### config.mk
export PLATFORM = sky130hd
export DESIGN_NAME = mask_cell_and_border_lister
export DESIGN_NICKNAME = d
export VERILOG_FILES = /design/src/rtl/mcbl_pkg.sv /design/src/rtl/mcbl_ctrl.sv /design/src/rtl/mcbl_datapath.sv /design/src/rtl/mask_cell_and_border_lister.sv
export SDC_FILE = /design/constraint.sdc
export NUM_CORES = 1
export LEC_CHECK = 0
export BUFFER_PORTS_ARGS = -buffer_cell sky130_fd_sc_hd__buf_2
export CAP_MARGIN = 20
export CORE_ASPECT_RATIO = 0.8
export CORE_MARGIN = 2
export CORE_UTILIZATION = 32
export CTS_BUF_LIST = sky130_fd_sc_hd__clkbuf_4
export CTS_CLUSTER_DIAMETER = 40
export DETAILED_ROUTE_END_ITERATION = 8
export GPL_ROUTABILITY_DRIVEN = 0
export HOLD_SLACK_MARGIN = 0.02
export PLACE_DENSITY = 0.54
export RECOVER_POWER = 50
export SETUP_SLACK_MARGIN = 0.1
export SKIP_LAST_GASP = 1
export SYNTH_ARGS = -nofsm -noshare
export SYNTH_HDL_FRONTEND = slang
export SYNTH_SLANG_ARGS = --single-unit
### constraint.sdc
create_clock -name aclk -period 4.1 [get_ports aclk]
set_input_delay 0.615 -clock aclk [delete_from_list [all_inputs] [get_ports aclk]]
set_output_delay 0.615 -clock aclk [all_outputs]
set_load 0.005 [all_outputs]
### src/rtl/mcbl_pkg.sv
// ----------------------------------------------------------------------------
// Mask cell and border lister package
// Grid size, coordinate widths, scan phase codes, handshake structs and the
// row mask helper functions shared by the lister modules.
// ----------------------------------------------------------------------------
package mcbl_pkg;

    localparam int GRID    = 8;
    localparam int IN_W    = 8;
    localparam int COORD_W = 5;
    localparam int ROW_W   = 4;
    // Border rows span the frame column on each side of the mask.
    localparam int BW      = GRID + 2;
    localparam int IDX_W   = $clog2(BW);
    localparam int NPH     = 4;
    localparam int PH_W    = 2;

    localparam logic [PH_W-1:0] PH_CELL  = 2'd0;
    localparam logic [PH_W-1:0] PH_ABOVE = 2'd1;
    localparam logic [PH_W-1:0] PH_MID   = 2'd2;
    localparam logic [PH_W-1:0] PH_BELOW = 2'd3;

    localparam logic KIND_CELL   = 1'b0;
    localparam logic KIND_BORDER = 1'b1;

    typedef enum logic {
        ST_IDLE,
        ST_LIST
    } state_t;

    typedef struct packed {
        logic load;
        logic emit;
    } ctrl_cmd_t;

    typedef struct packed {
        logic pend_any;
        logic final_one;
    } dp_status_t;

    // Row as a frame-padded vector: bit i holds column i-1.
    function automatic logic [BW-1:0] ext_row(input logic [IN_W-1:0] b);
        logic [GRID+IN_W-1:0] w;
        logic [BW-1:0]        r;
        w = {{GRID{1'b0}}, b};
        r = '0;
        for (int i = 0; i < GRID; i++) begin
            r[i+1] = w[i];
        end
        return r;
    endfunction

    // Cells that are clear and touch a set 4-neighbor.
    function automatic logic [BW-1:0] border_mask(input logic [BW-1:0] above,
                                                  input logic [BW-1:0] mid,
                                                  input logic [BW-1:0] below);
        return (above | below | (mid << 1) | (mid >> 1)) & ~mid;
    endfunction

endpackage

### src/rtl/mcbl_ctrl.sv
// ----------------------------------------------------------------------------
// Mask cell and border lister controller
// Sequences row loading and result emission and owns the result valid flag.
// ----------------------------------------------------------------------------
module mcbl_ctrl (
    input  logic                aclk,
    input  logic                aresetn,
    input  logic                s_valid,
    output logic                s_ready,
    output logic                m_valid,
    input  logic                m_ready,
    output mcbl_pkg::ctrl_cmd_t cmd,
    input  mcbl_pkg::dp_status_t status
);
    import mcbl_pkg::*;

    state_t state_reg;
    state_t state_next;
    logic   out_valid_reg;
    logic   out_valid_next;

    always_ff @(posedge aclk) begin
        if (!aresetn) begin
            state_reg     <= ST_IDLE;
            out_valid_reg <= 1'b0;
        end else begin
            state_reg     <= state_next;
            out_valid_reg <= out_valid_next;
        end
    end

    always_comb begin
        state_next = state_reg;
        case (state_reg)
            ST_IDLE: begin
                if (cmd.load) begin
                    state_next = ST_LIST;
                end
            end
            ST_LIST: begin
                if (!status.pend_any) begin
                    state_next = ST_IDLE;
                end else if (cmd.emit && status.final_one) begin
                    state_next = ST_IDLE;
                end
            end
            default: state_next = ST_IDLE;
        endcase
    end

    always_comb begin
        s_ready  = 1'b0;
        cmd.load = 1'b0;
        cmd.emit = 1'b0;
        case (state_reg)
            ST_IDLE: begin
                s_ready  = 1'b1;
                cmd.load = s_valid;
            end
            ST_LIST: begin
                cmd.emit = status.pend_any && (!out_valid_reg || m_ready);
            end
            default: begin
                s_ready = 1'b0;
            end
        endcase
    end

    // The output register refills in the same cycle that its result transfers.
    always_comb begin
        out_valid_next = out_valid_reg;
        if (cmd.emit) begin
            out_valid_next = 1'b1;
        end else if (m_ready) begin
            out_valid_next = 1'b0;
        end
    end

    assign m_valid = out_valid_reg;

endmodule

### src/rtl/mcbl_datapath.sv
// ----------------------------------------------------------------------------
// Mask cell and border lister datapath
// Holds the row history, the pending cell and border masks of the current
// row, and the result register; picks the next coordinate each cycle.
// ----------------------------------------------------------------------------
module mcbl_datapath (
    input  logic                                aclk,
    input  logic                                aresetn,
    input  logic        [mcbl_pkg::IN_W-1:0]    s_row_bits,
    input  mcbl_pkg::ctrl_cmd_t                 cmd,
    output mcbl_pkg::dp_status_t                status,
    output logic                                m_kind,
    output logic signed [mcbl_pkg::COORD_W-1:0] m_col,
    output logic signed [mcbl_pkg::COORD_W-1:0] m_row,
    output logic                                m_last
);
    import mcbl_pkg::*;

    logic [IN_W-1:0]  row_prev_reg;
    logic [IN_W-1:0]  row_before_prev_reg;
    logic [ROW_W-1:0] row_counter_reg;
    logic [ROW_W-1:0] item_y_reg;
    logic [BW-1:0]    pend_reg  [NPH];
    logic [BW-1:0]    pend_next [NPH];

    logic                      kind_reg;
    logic signed [COORD_W-1:0] col_reg;
    logic signed [COORD_W-1:0] row_reg;
    logic                      last_reg;

    logic                      last_row;
    logic [BW-1:0]             cur_ext;
    logic [BW-1:0]             prev_ext;
    logic [BW-1:0]             prev2_ext;
    logic [PH_W-1:0]           sel_ph;
    logic                      found;
    logic                      later_any;
    logic [BW-1:0]             sel_mask;
    logic [BW-1:0]             cleared;
    logic [IDX_W-1:0]          idx;
    logic signed [COORD_W-1:0] base_y;
    logic signed [COORD_W-1:0] sel_row;
    logic signed [COORD_W-1:0] sel_col;

    assign last_row  = (row_counter_reg == ROW_W'(GRID - 1));
    assign cur_ext   = ext_row(s_row_bits);
    assign prev_ext  = ext_row(row_prev_reg);
    assign prev2_ext = ext_row(row_before_prev_reg);

    // First phase with work left, then its lowest pending column.
    always_comb begin
        sel_ph    = PH_CELL;
        found     = 1'b0;
        later_any = 1'b0;
        for (int i = 0; i < NPH; i++) begin
            if (!found && pend_reg[i] != '0) begin
                sel_ph = PH_W'(i);
                found  = 1'b1;
            end
        end
        for (int i = 0; i < NPH; i++) begin
            if (PH_W'(i) > sel_ph && pend_reg[i] != '0) begin
                later_any = 1'b1;
            end
        end
        sel_mask = pend_reg[sel_ph];
        idx      = '0;
        for (int i = BW - 1; i >= 0; i--) begin
            if (sel_mask[i]) begin
                idx = IDX_W'(i);
            end
        end
        cleared = sel_mask & ~(BW'(1) << idx);
    end

    assign status.pend_any  = found;
    assign status.final_one = (cleared == '0) && !later_any;

    assign base_y  = $signed({{(COORD_W - ROW_W){1'b0}}, item_y_reg});
    assign sel_col = $signed({{(COORD_W - IDX_W){1'b0}}, idx}) - COORD_W'(1);

    always_comb begin
        case (sel_ph)
            PH_CELL:  sel_row = base_y;
            PH_ABOVE: sel_row = base_y - COORD_W'(1);
            PH_MID:   sel_row = base_y;
            PH_BELOW: sel_row = base_y + COORD_W'(1);
            default:  sel_row = base_y;
        endcase
    end

    always_comb begin
        for (int i = 0; i < NPH; i++) begin
            pend_next[i] = pend_reg[i];
        end
        if (cmd.load) begin
            pend_next[PH_CELL]  = cur_ext;
            pend_next[PH_ABOVE] = border_mask(prev2_ext, prev_ext, cur_ext);
            pend_next[PH_MID]   = last_row ? border_mask(prev_ext, cur_ext, '0) : '0;
            pend_next[PH_BELOW] = last_row ? border_mask(cur_ext, '0, '0) : '0;
        end else if (cmd.emit) begin
            pend_next[sel_ph] = cleared;
        end
    end

    always_ff @(posedge aclk) begin
        if (!aresetn) begin
            row_prev_reg        <= '0;
            row_before_prev_reg <= '0;
            row_counter_reg     <= '0;
            for (int i = 0; i < NPH; i++) begin
                pend_reg[i] <= '0;
            end
        end else begin
            for (int i = 0; i < NPH; i++) begin
                pend_reg[i] <= pend_next[i];
            end
            if (cmd.load) begin
                if (last_row) begin
                    row_prev_reg        <= '0;
                    row_before_prev_reg <= '0;
                    row_counter_reg     <= '0;
                end else begin
                    row_prev_reg        <= s_row_bits;
                    row_before_prev_reg <= row_prev_reg;
                    row_counter_reg     <= row_counter_reg + ROW_W'(1);
                end
            end
        end
    end

    always_ff @(posedge aclk) begin
        if (cmd.load) begin
            item_y_reg <= row_counter_reg;
        end
        if (cmd.emit) begin
            kind_reg <= (sel_ph == PH_CELL) ? KIND_CELL : KIND_BORDER;
            col_reg  <= sel_col;
            row_reg  <= sel_row;
            last_reg <= (cleared == '0) && !later_any;
        end
    end

    assign m_kind = kind_reg;
    assign m_col  = col_reg;
    assign m_row  = row_reg;
    assign m_last = last_reg;

endmodule

### src/rtl/mask_cell_and_border_lister.sv
// A row transfer loads the pending masks; the result register then takes
// the first pick. One result per cycle unless m_ready stalls the output;
// a row holds the input until the single result selector picks its last
// result (0 to 26). A row without results still enters the listing state.
// Reset (aresetn low at a clock edge) clears the row history, the row
// counter, the pending masks and the result valid flag.
// ----------------------------------------------------------------------------
// Mask cell and border lister
// Lists set cells of each mask row and every clear cell with a set 4-neighbor.
// ----------------------------------------------------------------------------
module mask_cell_and_border_lister (
    input  logic                                aclk,
    input  logic                                aresetn,
    input  logic                                s_valid,
    output logic                                s_ready,
    input  logic        [mcbl_pkg::IN_W-1:0]    s_row_bits,
    output logic                                m_valid,
    input  logic                                m_ready,
    output logic                                m_kind,
    output logic signed [mcbl_pkg::COORD_W-1:0] m_col,
    output logic signed [mcbl_pkg::COORD_W-1:0] m_row,
    output logic                                m_last
);
    import mcbl_pkg::*;

    ctrl_cmd_t  cmd;
    dp_status_t status;

    mcbl_ctrl u_ctrl (
        .aclk    (aclk),
        .aresetn (aresetn),
        .s_valid (s_valid),
        .s_ready (s_ready),
        .m_valid (m_valid),
        .m_ready (m_ready),
        .cmd     (cmd),
        .status  (status)
    );

    mcbl_datapath u_datapath (
        .aclk       (aclk),
        .aresetn    (aresetn),
        .s_row_bits (s_row_bits),
        .cmd        (cmd),
        .status     (status),
        .m_kind     (m_kind),
        .m_col      (m_col),
        .m_row      (m_row),
        .m_last     (m_last)
    );

endmodule

# --- After elaboration in Yosys (flattened, before gate mapping) ---
# Memory sizes are Yosys's and may differ from the RTL's.
# Index checks and enable logic that the tools add are counted.
classes:
  addsub: 4
  order_cmp: 6
  eq_ne: 4
  shift: 1
  muxes: 48
  bitwise_logic: 17
  reduce_logical: 25
ops:
  columns: ["operator", "count"]
  rows:
  - ["two-way mux 40 bit", 2]
  - ["two-way mux 10 bit", 6]
  - ["two-way mux 4 bit", 11]
  - ["bitwise mux 40 bit", 1]
  - ["nonzero test 10 bit", 4]
  - ["bitwise AND 10 bit", 3]
  - ["demux 10 bit (select 2 bit)", 1]
  - ["two-way mux 1 bit", 20]
  - ["NOT 9 -> 10 bit", 2]
  - ["OR 10 x 8 -> 10 bit", 2]
  - ["two-way mux 8 bit", 2]
  - ["one-hot mux 5 bit (3 select lines)", 1]
  - ["logical AND 1 bit", 11]
  - ["logical NOT 10 bit", 1]
  - ["NOT 10 bit", 1]
  - ["OR 10 bit", 1]
  - ["OR 9 x 10 -> 10 bit", 1]
  - ["<< shifter 1 x 4 -> 10 bit, first input constant", 1]
  - ["subtractor 4 x 1 -> 5 bit, second input constant", 2]
  - ["two-way mux 9 bit", 1]
  - ["OR 9 bit", 1]
  - ["adder 4 x 1 -> 5 bit, second input constant", 1]
  - ["logical NOT 1 bit", 5]
  - ["adder 4 x 1 -> 4 bit, second input constant", 1]
  - ["16 further kinds", 23]
totals:
  regBits: 38
  ram_bits: 40
  wordCells: 116
  mem_count: 1
mem_list:
  columns: ["memory", "words", "word_bits", "rd", "rd_ports_with_merged_regs", "wr", "line_no", "source"]
  rows:
  - ["u_datapath.pend_reg", 4, 10, 5, 0, 4, "mcbl_datapath.sv:23", "logic [BW-1:0] pend_reg [NPH];"]

# --- Logic depth before layout (Yosys ltp) ---
# Gate-level depths: netlist (run 1).
# An unclocked memory read counts as a cell.
depth:
  ltp_word: 32
  ltp_mapped: 14
  mapped_depth_nobuf: 13

# --- Cells and area by module ---
# From an unflattened synthesis (run 1), not the netlist that was laid out.
hier_totals:
  cells_unflattened: 446
  hier_area_um2: 4005.1
by_module_without_submodules:
  columns: ["mod", "instances", "cells_each", "area_per_inst_um2"]
  rows:
  - ["mcbl_datapath", 1, 433, 3900.0]
  - ["mcbl_ctrl", 1, 13, 105.1]

# --- Least setup slack after synthesis (run 1) ---
# OpenSTA, ideal clock, no wires.
synth_timing:
  path_type: "flip-flop to flip-flop"
  startpoint: "mem u_datapath.pend_reg[2][0] (netlist name)"
  endpoint: "reg u_datapath.last_reg, in the netlist u_datapath.m_last (data pin)"
  arrival_ps: 3050
  required_time_ps: 3968
  path_slack_ps: 918
  path_stages_with_launch: 14
  synth_period_minus_slack_ps: 3182
  cell_sequence: "dfxtp_1 -> nor4_2 -> and3_1 -> buf_6 -> a2111oi_2 -> a2bb2oi_2 -> a21oi_1 -> or2_2 -> inv_1 -> ha_1 -> inv_1 -> o31ai_2 -> nor4b_1 -> and2_1"
synth_lines:
  columns: ["element", "line_no", "source"]
  rows:
  - ["start, declared", "mcbl_datapath.sv:23", null]
  - ["end signal, assigned", "mcbl_datapath.sv:140", "last_reg <= (cleared == '0) && !later_any;"]
  - ["end, declared", "mcbl_datapath.sv:29", "logic last_reg;"]

==> flow_metrics.py, run 1 <==
metrics = {
    "layout": {
        "largest_reg_flops": 40,
        "fin_cells": 709,
        "drive_gt1_share_pct": 16.6,
        "finalNetCount": 547,
        "area_delta_synth_final_pct": 11.1,
        "n_antenna_cell": 0,
        "post-route-util_pct": 36.1,
    },
    "route": {
        "drc": 0,
        "vias": 4219,
        "drt-total-wl_mm": 14.0,
        "ant_nets": 0,
        "vias_per_cell": 5.95,
        "wire_per_inst_um": 19.8,
        "drt_iter0_drc": 385,
        "dr.pass1.iters": 5,
    },
    "floorplanning": {
        "dieHeight_um": 108,
        "coreArea_mm2": 0.0134,
        "io_pins": 26,
        "rows": 38,
        "die_area_mm2": 0.0146,
        "chipWidth_um": 134,
        "initial_utilization_pct": 32.5,
    },
    "clock_network": {
        "clockBufferDepth": 2,
        "path_clk_slew_ns": 0.12,
        "htree_levels": 3,
        "cts_inserted_buffers": 9,
        "cts_sinks": 78,
        "cts_tree": "yes",
        "cts_root_buf": "clkbuf_4",
        "clk_latency_ns": 0.45,
    },
    "pwr": {
        "internal_power_w": 0.00135,
        "p_sw_w": 0.000892,
        "pwr-share-comb_pct": 39.0,
        "p_leak_nw": 1.67,
        "max-vdd-ir-drop_mv": 0.175,
        "seq_power_share_pct": 42.8,
        "swShare_pct": 39.7,
        "clockPowerShare_pct": 18.2,
        "pwr_density_cell_mw_per_mm2": 464,
    },
    "timing": {
        "relSlewSlack_pct": -18.6,
        "setup_tns_ns": 0,
        "finalCritPeriodShare_pct": 94.1,
        "fmax_mhz": 259,
        "setup_viol": 0,
        "final_max_slew_viol_count": 43,
        "hold_viol": 0,
        "worstMarginPinSlew_ns": 1.78,
        "grt_setup_unrepaired": "false",
        "fin_crit_ns": 3.86,
        "fin_skew_ns": 0.0208,
    },
    "placement": {
        "dp_hpwl_mm": 10.2,
        "place_inst": 691,
        "io_buffers": 25,
    },
    "synthesis": {
        "synth_area_mm2": 0.00436,
        "synth.area.top_cells": "dfxtp_1 28%, edfxtp_1 11%, a21oi_1 6.1%",
        "syn_avg_cell_area_um2": 8.78,
        "synth_nets": 518,
        "yosys-top-cells-count": "62 x dfxtp_1, 53 x a21oi_1, 47 x nand2_1",
        "ys_async_sr_fraction_pct": 0,
        "synth_top_flop_cell": "dfxtp_1",
        "ys_warn_count": 0,
        "synth-seq-area-share_pct": 39.5,
        "netlist.area_leader.share_pct": 28.5,
        "synth_cell_types": 84,
        "synth_top_area_cell": "dfxtp_1",
        "synth_edf_count": 16,
        "synthCells": 496,
        "synth_most_common_cell": "dfxtp_1",
        "synth-seq-cells": 78,
    },
    "worst_setup_path": {
        "worstSetupStartpointType": "flip-flop",
        "reg2reg_setup_slack_ns": 0.24,
        "crit_path_start": "u_datapath.pend_reg[2][1]",
        "worstSetupPathType": "flip-flop to flip-flop",
        "timing.rr.end": "u_ctrl.state_reg",
        "path_max_fanout": 8,
        "end_kind": "flip-flop",
        "cp.required_ns": 4.40,
        "r2r-start": "u_datapath.pend_reg[2][1]",
        "r2r_cells": 13,
        "arrival_ns": 4.16,
        "crit_path_end": "u_ctrl.state_reg",
    },
    "global_routing": {
        "grt_usage_pct": 20.2,
        "grt_start_max_net_pins": 43,
        "antenna_found_initial": 0,
        "grt_pass1_vias": 4059,
        "grt_pass1_wl_mm": 22.5,
        "grt-ovfl-total": 0,
    },
    "status": {
        "violations": "capacitance limit, slew limit",
        "outcome": "complete, but fails checks",
    },
    "hold_path": {
        "hold_path.class": "flip-flop to flip-flop",
    },
    "job": {
        "maxCapViolations": 1,
    },
}
==> through the flow <==
step	hold WS (ns)	setup WS [ns]	total power, W	instance area, um^2
2_1_floorplan	0.432	0.918	0.00157	4360
3_3_place_gp	0.439	0.254	0.00181	4700
3_5_place_dp	0.447	0.242	0.00181	4700
4_1_cts	0.451	0.218	0.00222	4800
5_1_grt	0.480	0.0920	0.00238	4840
6_report	0.457	0.242	0.00224	4840
==> metal layers <==
metal | global-route usage (%) | routed length, um | vias to the layer above
li1 | - | - | 1946
met3 | 5.30 | 1290 | 27
met4 | 7.29 | 276 | 0
met5 | 0 | 0 | -
met2 | 30.0 | 6070 | 198
met1 | 28.4 | 6410 | 2048
==> timing repair <==
item / in CTS / in global routing
gates resized for setup: 0 / 8
hold buffers: 0 / 0
endpoints found under the setup margin: 0 / 2
buffers inserted: 0 / 3
==> how the worst min path moves through the flow <==
stage / from / endpoint / slack, ns / cells after the start
final: u_datapath.row_before_prev_reg[2] / u_datapath.row_before_prev_reg[2] / 0.46 / 2
after global routing: u_datapath.row_before_prev_reg[1] / u_datapath.row_before_prev_reg[1] / 0.48 / 2
after CTS: s_row_bits[5] / u_datapath.pend_reg[3][6] / 0.45 / 3
after detailed placement: u_datapath.row_before_prev_reg[2] / u_datapath.row_before_prev_reg[2] / 0.45 / 2
after global placement: u_datapath.row_before_prev_reg[1] / u_datapath.row_before_prev_reg[1] / 0.44 / 2
after floorplan: u_datapath.row_before_prev_reg[4] / u_datapath.row_before_prev_reg[4] / 0.43 / 2
==> area by class of cell <==
type / instances / area, um^2
Inverter: 10 / 37.5
Timing Repair Buffer: 42 / 230
Sequential cell: 78 / 1720
Tap cell: 180 / 225
Fill cell: 1405 / 8570
Multi-Input combinational cell: 384 / 2520
Clock inverter: 3 / 15.0
Clock buffer: 12 / 90.1
==> cell families after synthesis <==
kind of cell,share of synthesized area (%)
adders and majority gates,3.04
xor gates and xnor gates,1.01
AOI/OAI and AO/OA,26.2
muxes,0.976
buffers and inverters,3.50
and+or+nand+nor,25.8
DFF,39.5
==> placed cells by master (no fill, tap or decap), drive strengths merged, types with 5 or more instances in the layout <==
cell and n:
nor3 28, and3 7, a211oi 6, clkbuf 22
nand3 34, a31oi 10, a22oi 5, nor2 46
nor4 17, ha 9, nand2 47, nand4 8
o21ai 19, a21oi 54, or2 6, inv 9
dfxtp 62, buf 32, edfxtp 16, o31ai 7
or3 5
==> power groups by stage <==
stage,combinational [W],sequential (W),clock [W]
CTS,0.000846,0.000955,0.000424
finish,0.000875,0.000961,0.000408
global placement,0.000840,0.000971,0
detailed placement,0.000842,0.000972,0
floorplan,0.000611,0.000954,0
global route,0.000958,0.000971,0.000454
==> critical path, cell delays in order (launching register included) <==
cell and delay [ns]:
dfxtp_1 0.48, nor4_4 0.11, and3_2 0.32, a2111oi_2 0.60
o22ai_1 0.19, o221a_1 0.27, o21ai_0 0.21, and2_1 0.18
ha_1 0.15, and3_1 0.26, a21oi_2 0.13, nor4b_1 0.49
buf_4 0.20, a41oi_1 0.11
Power figures use the tool's default switching activity.
==> run 2: changes to the inputs <==
--- a/config.mk
+++ b/config.mk
@@ -5,6 +5,7 @@
 export SDC_FILE = /design/constraint.sdc
 export NUM_CORES = 1
 export LEC_CHECK = 0
+export ABC_AREA = 1
 export BUFFER_PORTS_ARGS = -buffer_cell sky130_fd_sc_hd__buf_2
 export CAP_MARGIN = 20
 export CORE_ASPECT_RATIO = 0.8
==> run 2 against run 1 <==
  * The flow now finishes without violations
  * Synthesized cell count grew 19%
  * Largest power group unchanged
  * Clock power is 47% higher
  * Final area shrank 2.1%
  * Global-route usage shrank 0.27 points
  * Non-clock buffer count down 8
  * Worst setup slack better by 0.21 ns
  * Cell count increased by 13%
  * Total power increased by 4.2%
  * Count of clock-buffer cells in the layout shrank 3
  * Clock skew up 0.0029 ns
  * Critical path type unchanged
  * First-iteration DRC count increased by 39%
==> flow_metrics.py, run 2 <==
metrics = {
    "synthesis": {
        "synth_cell_types": 39,
        "synth-seq-area-share_pct": 40.7,
        "syn_avg_cell_area_um2": 7.16,
        "synth_area_mm2": 0.00423,
        "synth.area.top_cells": "dfxtp_1 29%, nand2_1 13%, edfxtp_1 11%",
        "ys_warn_count": 0,
        "synth_nets": 613,
        "synth_top_flop_cell": "dfxtp_1",
        "ys_async_sr_fraction_pct": 0,
        "yosys-top-cells-count": "143 x nand2_1, 102 x inv_1, 64 x nor2_1",
        "synth_edf_count": 16,
        "synth_most_common_cell": "nand2_1",
        "synth_top_area_cell": "dfxtp_1",
        "synthCells": 591,
        "netlist.area_leader.share_pct": 29.3,
        "synth-seq-cells": 78,
    },
    "floorplanning": {
        "coreArea_mm2": 0.0129,
        "initial_utilization_pct": 32.9,
        "io_pins": 26,
        "dieHeight_um": 107,
        "chipWidth_um": 133,
        "rows": 37,
        "die_area_mm2": 0.0142,
    },
    "pwr": {
        "pwr-share-comb_pct": 34.9,
        "internal_power_w": 0.00142,
        "seq_power_share_pct": 39.3,
        "p_leak_nw": 1.99,
        "swShare_pct": 39.1,
        "pwr_density_cell_mw_per_mm2": 493,
        "clockPowerShare_pct": 25.7,
        "p_sw_w": 0.000914,
        "max-vdd-ir-drop_mv": 0.163,
    },
    "worst_setup_path": {
        "worstSetupPathType": "flip-flop to flip-flop",
        "arrival_ns": 3.95,
        "path_max_fanout": 12,
        "reg2reg_setup_slack_ns": 0.45,
        "cp.required_ns": 4.41,
        "worstSetupStartpointType": "flip-flop",
        "end_kind": "flip-flop",
        "r2r_cells": 27,
    },
    "route": {
        "ant_nets": 0,
        "dr.pass1.iters": 5,
        "drt_iter0_drc": 537,
        "vias": 4168,
        "wire_per_inst_um": 17.1,
        "vias_per_cell": 5.20,
        "drc": 0,
        "drt-total-wl_mm": 13.7,
    },
    "global_routing": {
        "grt_pass1_vias": 3895,
        "antenna_found_initial": 0,
        "grt-ovfl-total": 0,
        "grt_start_max_net_pins": 32,
        "grt_usage_pct": 20.0,
        "grt_pass1_wl_mm": 21.6,
    },
    "clock_network": {
        "cts-resized-gates": 0,
        "htree_levels": 3,
        "clockBufferDepth": 2,
        "cts-hold-fix-buffers": 0,
        "cts_sinks": 78,
        "cts_tree": "yes",
        "post-cts-setup-buffers": 0,
        "path_clk_slew_ns": 0.13,
        "cts_inserted_buffers": 9,
        "cts_root_buf": "clkbuf_4",
        "clk_latency_ns": 0.47,
    },
    "timing": {
        "final_max_slew_viol_count": 0,
        "fin_crit_ns": 3.65,
        "hold_ws_ns": 0.462,
        "finalCritPeriodShare_pct": 89.0,
        "fmax_mhz": 274,
        "relSlewSlack_pct": 6.59,
        "fin_skew_ns": 0.0238,
        "hold_viol": 0,
        "setup_tns_ns": 0,
        "worstMarginPinSlew_ns": 1.40,
        "setup_viol": 0,
        "grt_setup_unrepaired": "false",
    },
    "status": {
        "outcome": "complete, no violations",
    },
    "layout": {
        "final_cell_mix": "143 x nand2_1, 102 x inv_1, 65 x nor2_1",
        "area_delta_synth_final_pct": 12.1,
        "finalNetCount": 644,
        "drive_gt1_share_pct": 9.57,
        "n_antenna_cell": 0,
        "final_common_cell": "nand2_1",
        "largest_reg_flops": 40,
    },
    "hold_path": {
        "hold_depth": 4,
        "hold_path.class": "primary input to flip-flop",
    },
    "placement": {
        "io_buffers": 25,
        "dp_hpwl_mm": 10.3,
    },
    "job": {
        "maxCapViolations": 0,
    },
}
## run 2: changes by cell type in the layout (fill, tap and decap cells not counted), sizes merged, moves of 22 or more
| cell | before | now |
|---|---|---|
| nand2 | 47 | 146 |
| inv | 9 | 102 |
| nor2 | 46 | 76 |
| a31oi | 10 | 32 |
| a21oi | 54 | 29 |
| nor3 | 28 | 4 |
## run 2: critical path: stages (launching register included)
cell     delay [ns]
dfxtp_1        0.37
nor2_1         0.09
nand3_1        0.20
nor2_4         0.20
inv_1          0.08
nand3_2        0.23
inv_1          0.11
a22oi_1        0.29
nand2_1        0.12
o21ai_0        0.18
nand2_1        0.07
nand2_1        0.06
nand2_1        0.04
nand2_1        0.05
nand2_1        0.04
nand2_1        0.06
nand2_1        0.13
inv_1          0.11
ha_1           0.17
inv_1          0.04
a21oi_1        0.16
nand2_1        0.12
nand2_1        0.16
nand3_2        0.13
nor2_2         0.12
nand2_1        0.06
nand2_1        0.07
a21oi_2        0.05
## run 2: cell type report
cell class	instances	area (um^2)
flip-flops and latches	78	1720
well taps	175	219
clock inverters	7	113
clock buffers	9	67.6
repair buffers	34	166
multi-input cells	396	2070
fillers	1394	8130
inverters	103	387
## run 2: kinds of logic after synthesis
logic type / count (synthesis) / share of synthesized area (%)
buf+inv: 117 / 10.7
simple gates: 271 / 28.3
xor+xnor: 5 / 1.04
flops: 78 / 40.7
compound gates: 110 / 16.2
fa+ha+maj: 10 / 3.14
## run 2: worst paths after layout
check | to | start
min reg2reg | u_datapath.row_before_prev_reg[7] | u_datapath.row_before_prev_reg[7]
min | u_ctrl.m_valid | m_ready
max reg2reg | u_ctrl.state_reg | u_datapath.pend_reg[2][4]
max | u_ctrl.state_reg | u_datapath.pend_reg[2][4]
## run 2: through the flow
| stage | cell area [um^2] | setup slack [ns] | total power, W | utilization (%) | std cells |
|---|---|---|---|---|---|
| global route | 4740 | 0.0692 | 0.00248 | 36.8 | 802 |
| global placement | 4580 | 0.399 | 0.00174 | 35.6 | 786 |
| CTS | 4760 | 0.413 | 0.00234 | 37.0 | 802 |
| floorplan | 4230 | 1.22 | 0.00150 | - | 591 |
| finish | 4740 | 0.451 | 0.00234 | 36.8 | 802 |
| detailed placement | 4580 | 0.447 | 0.00174 | 35.6 | 786 |
## run 2: routing by layer
metal / wire length, um / part of all wire, % / track usage, %
met3: 1110 / 8.1 / 4.63
met4: 244 / 1.8 / 5.76
met1: 6930 / 51 / 30.3
met2: 5410 / 40 / 27.9
met5: 0 / 0 / 0
## run 2: power by group through the flow
stage	clock (W)	sequential [W]	combinational [W]
2_1_floorplan	0	0.000927	0.000574
5_1_grt	0.000642	0.000928	0.000909
6_report	0.000601	0.000920	0.000817
4_1_cts	0.000609	0.000919	0.000809
3_3_place_gp	0	0.000934	0.000806
3_5_place_dp	0	0.000936	0.000805
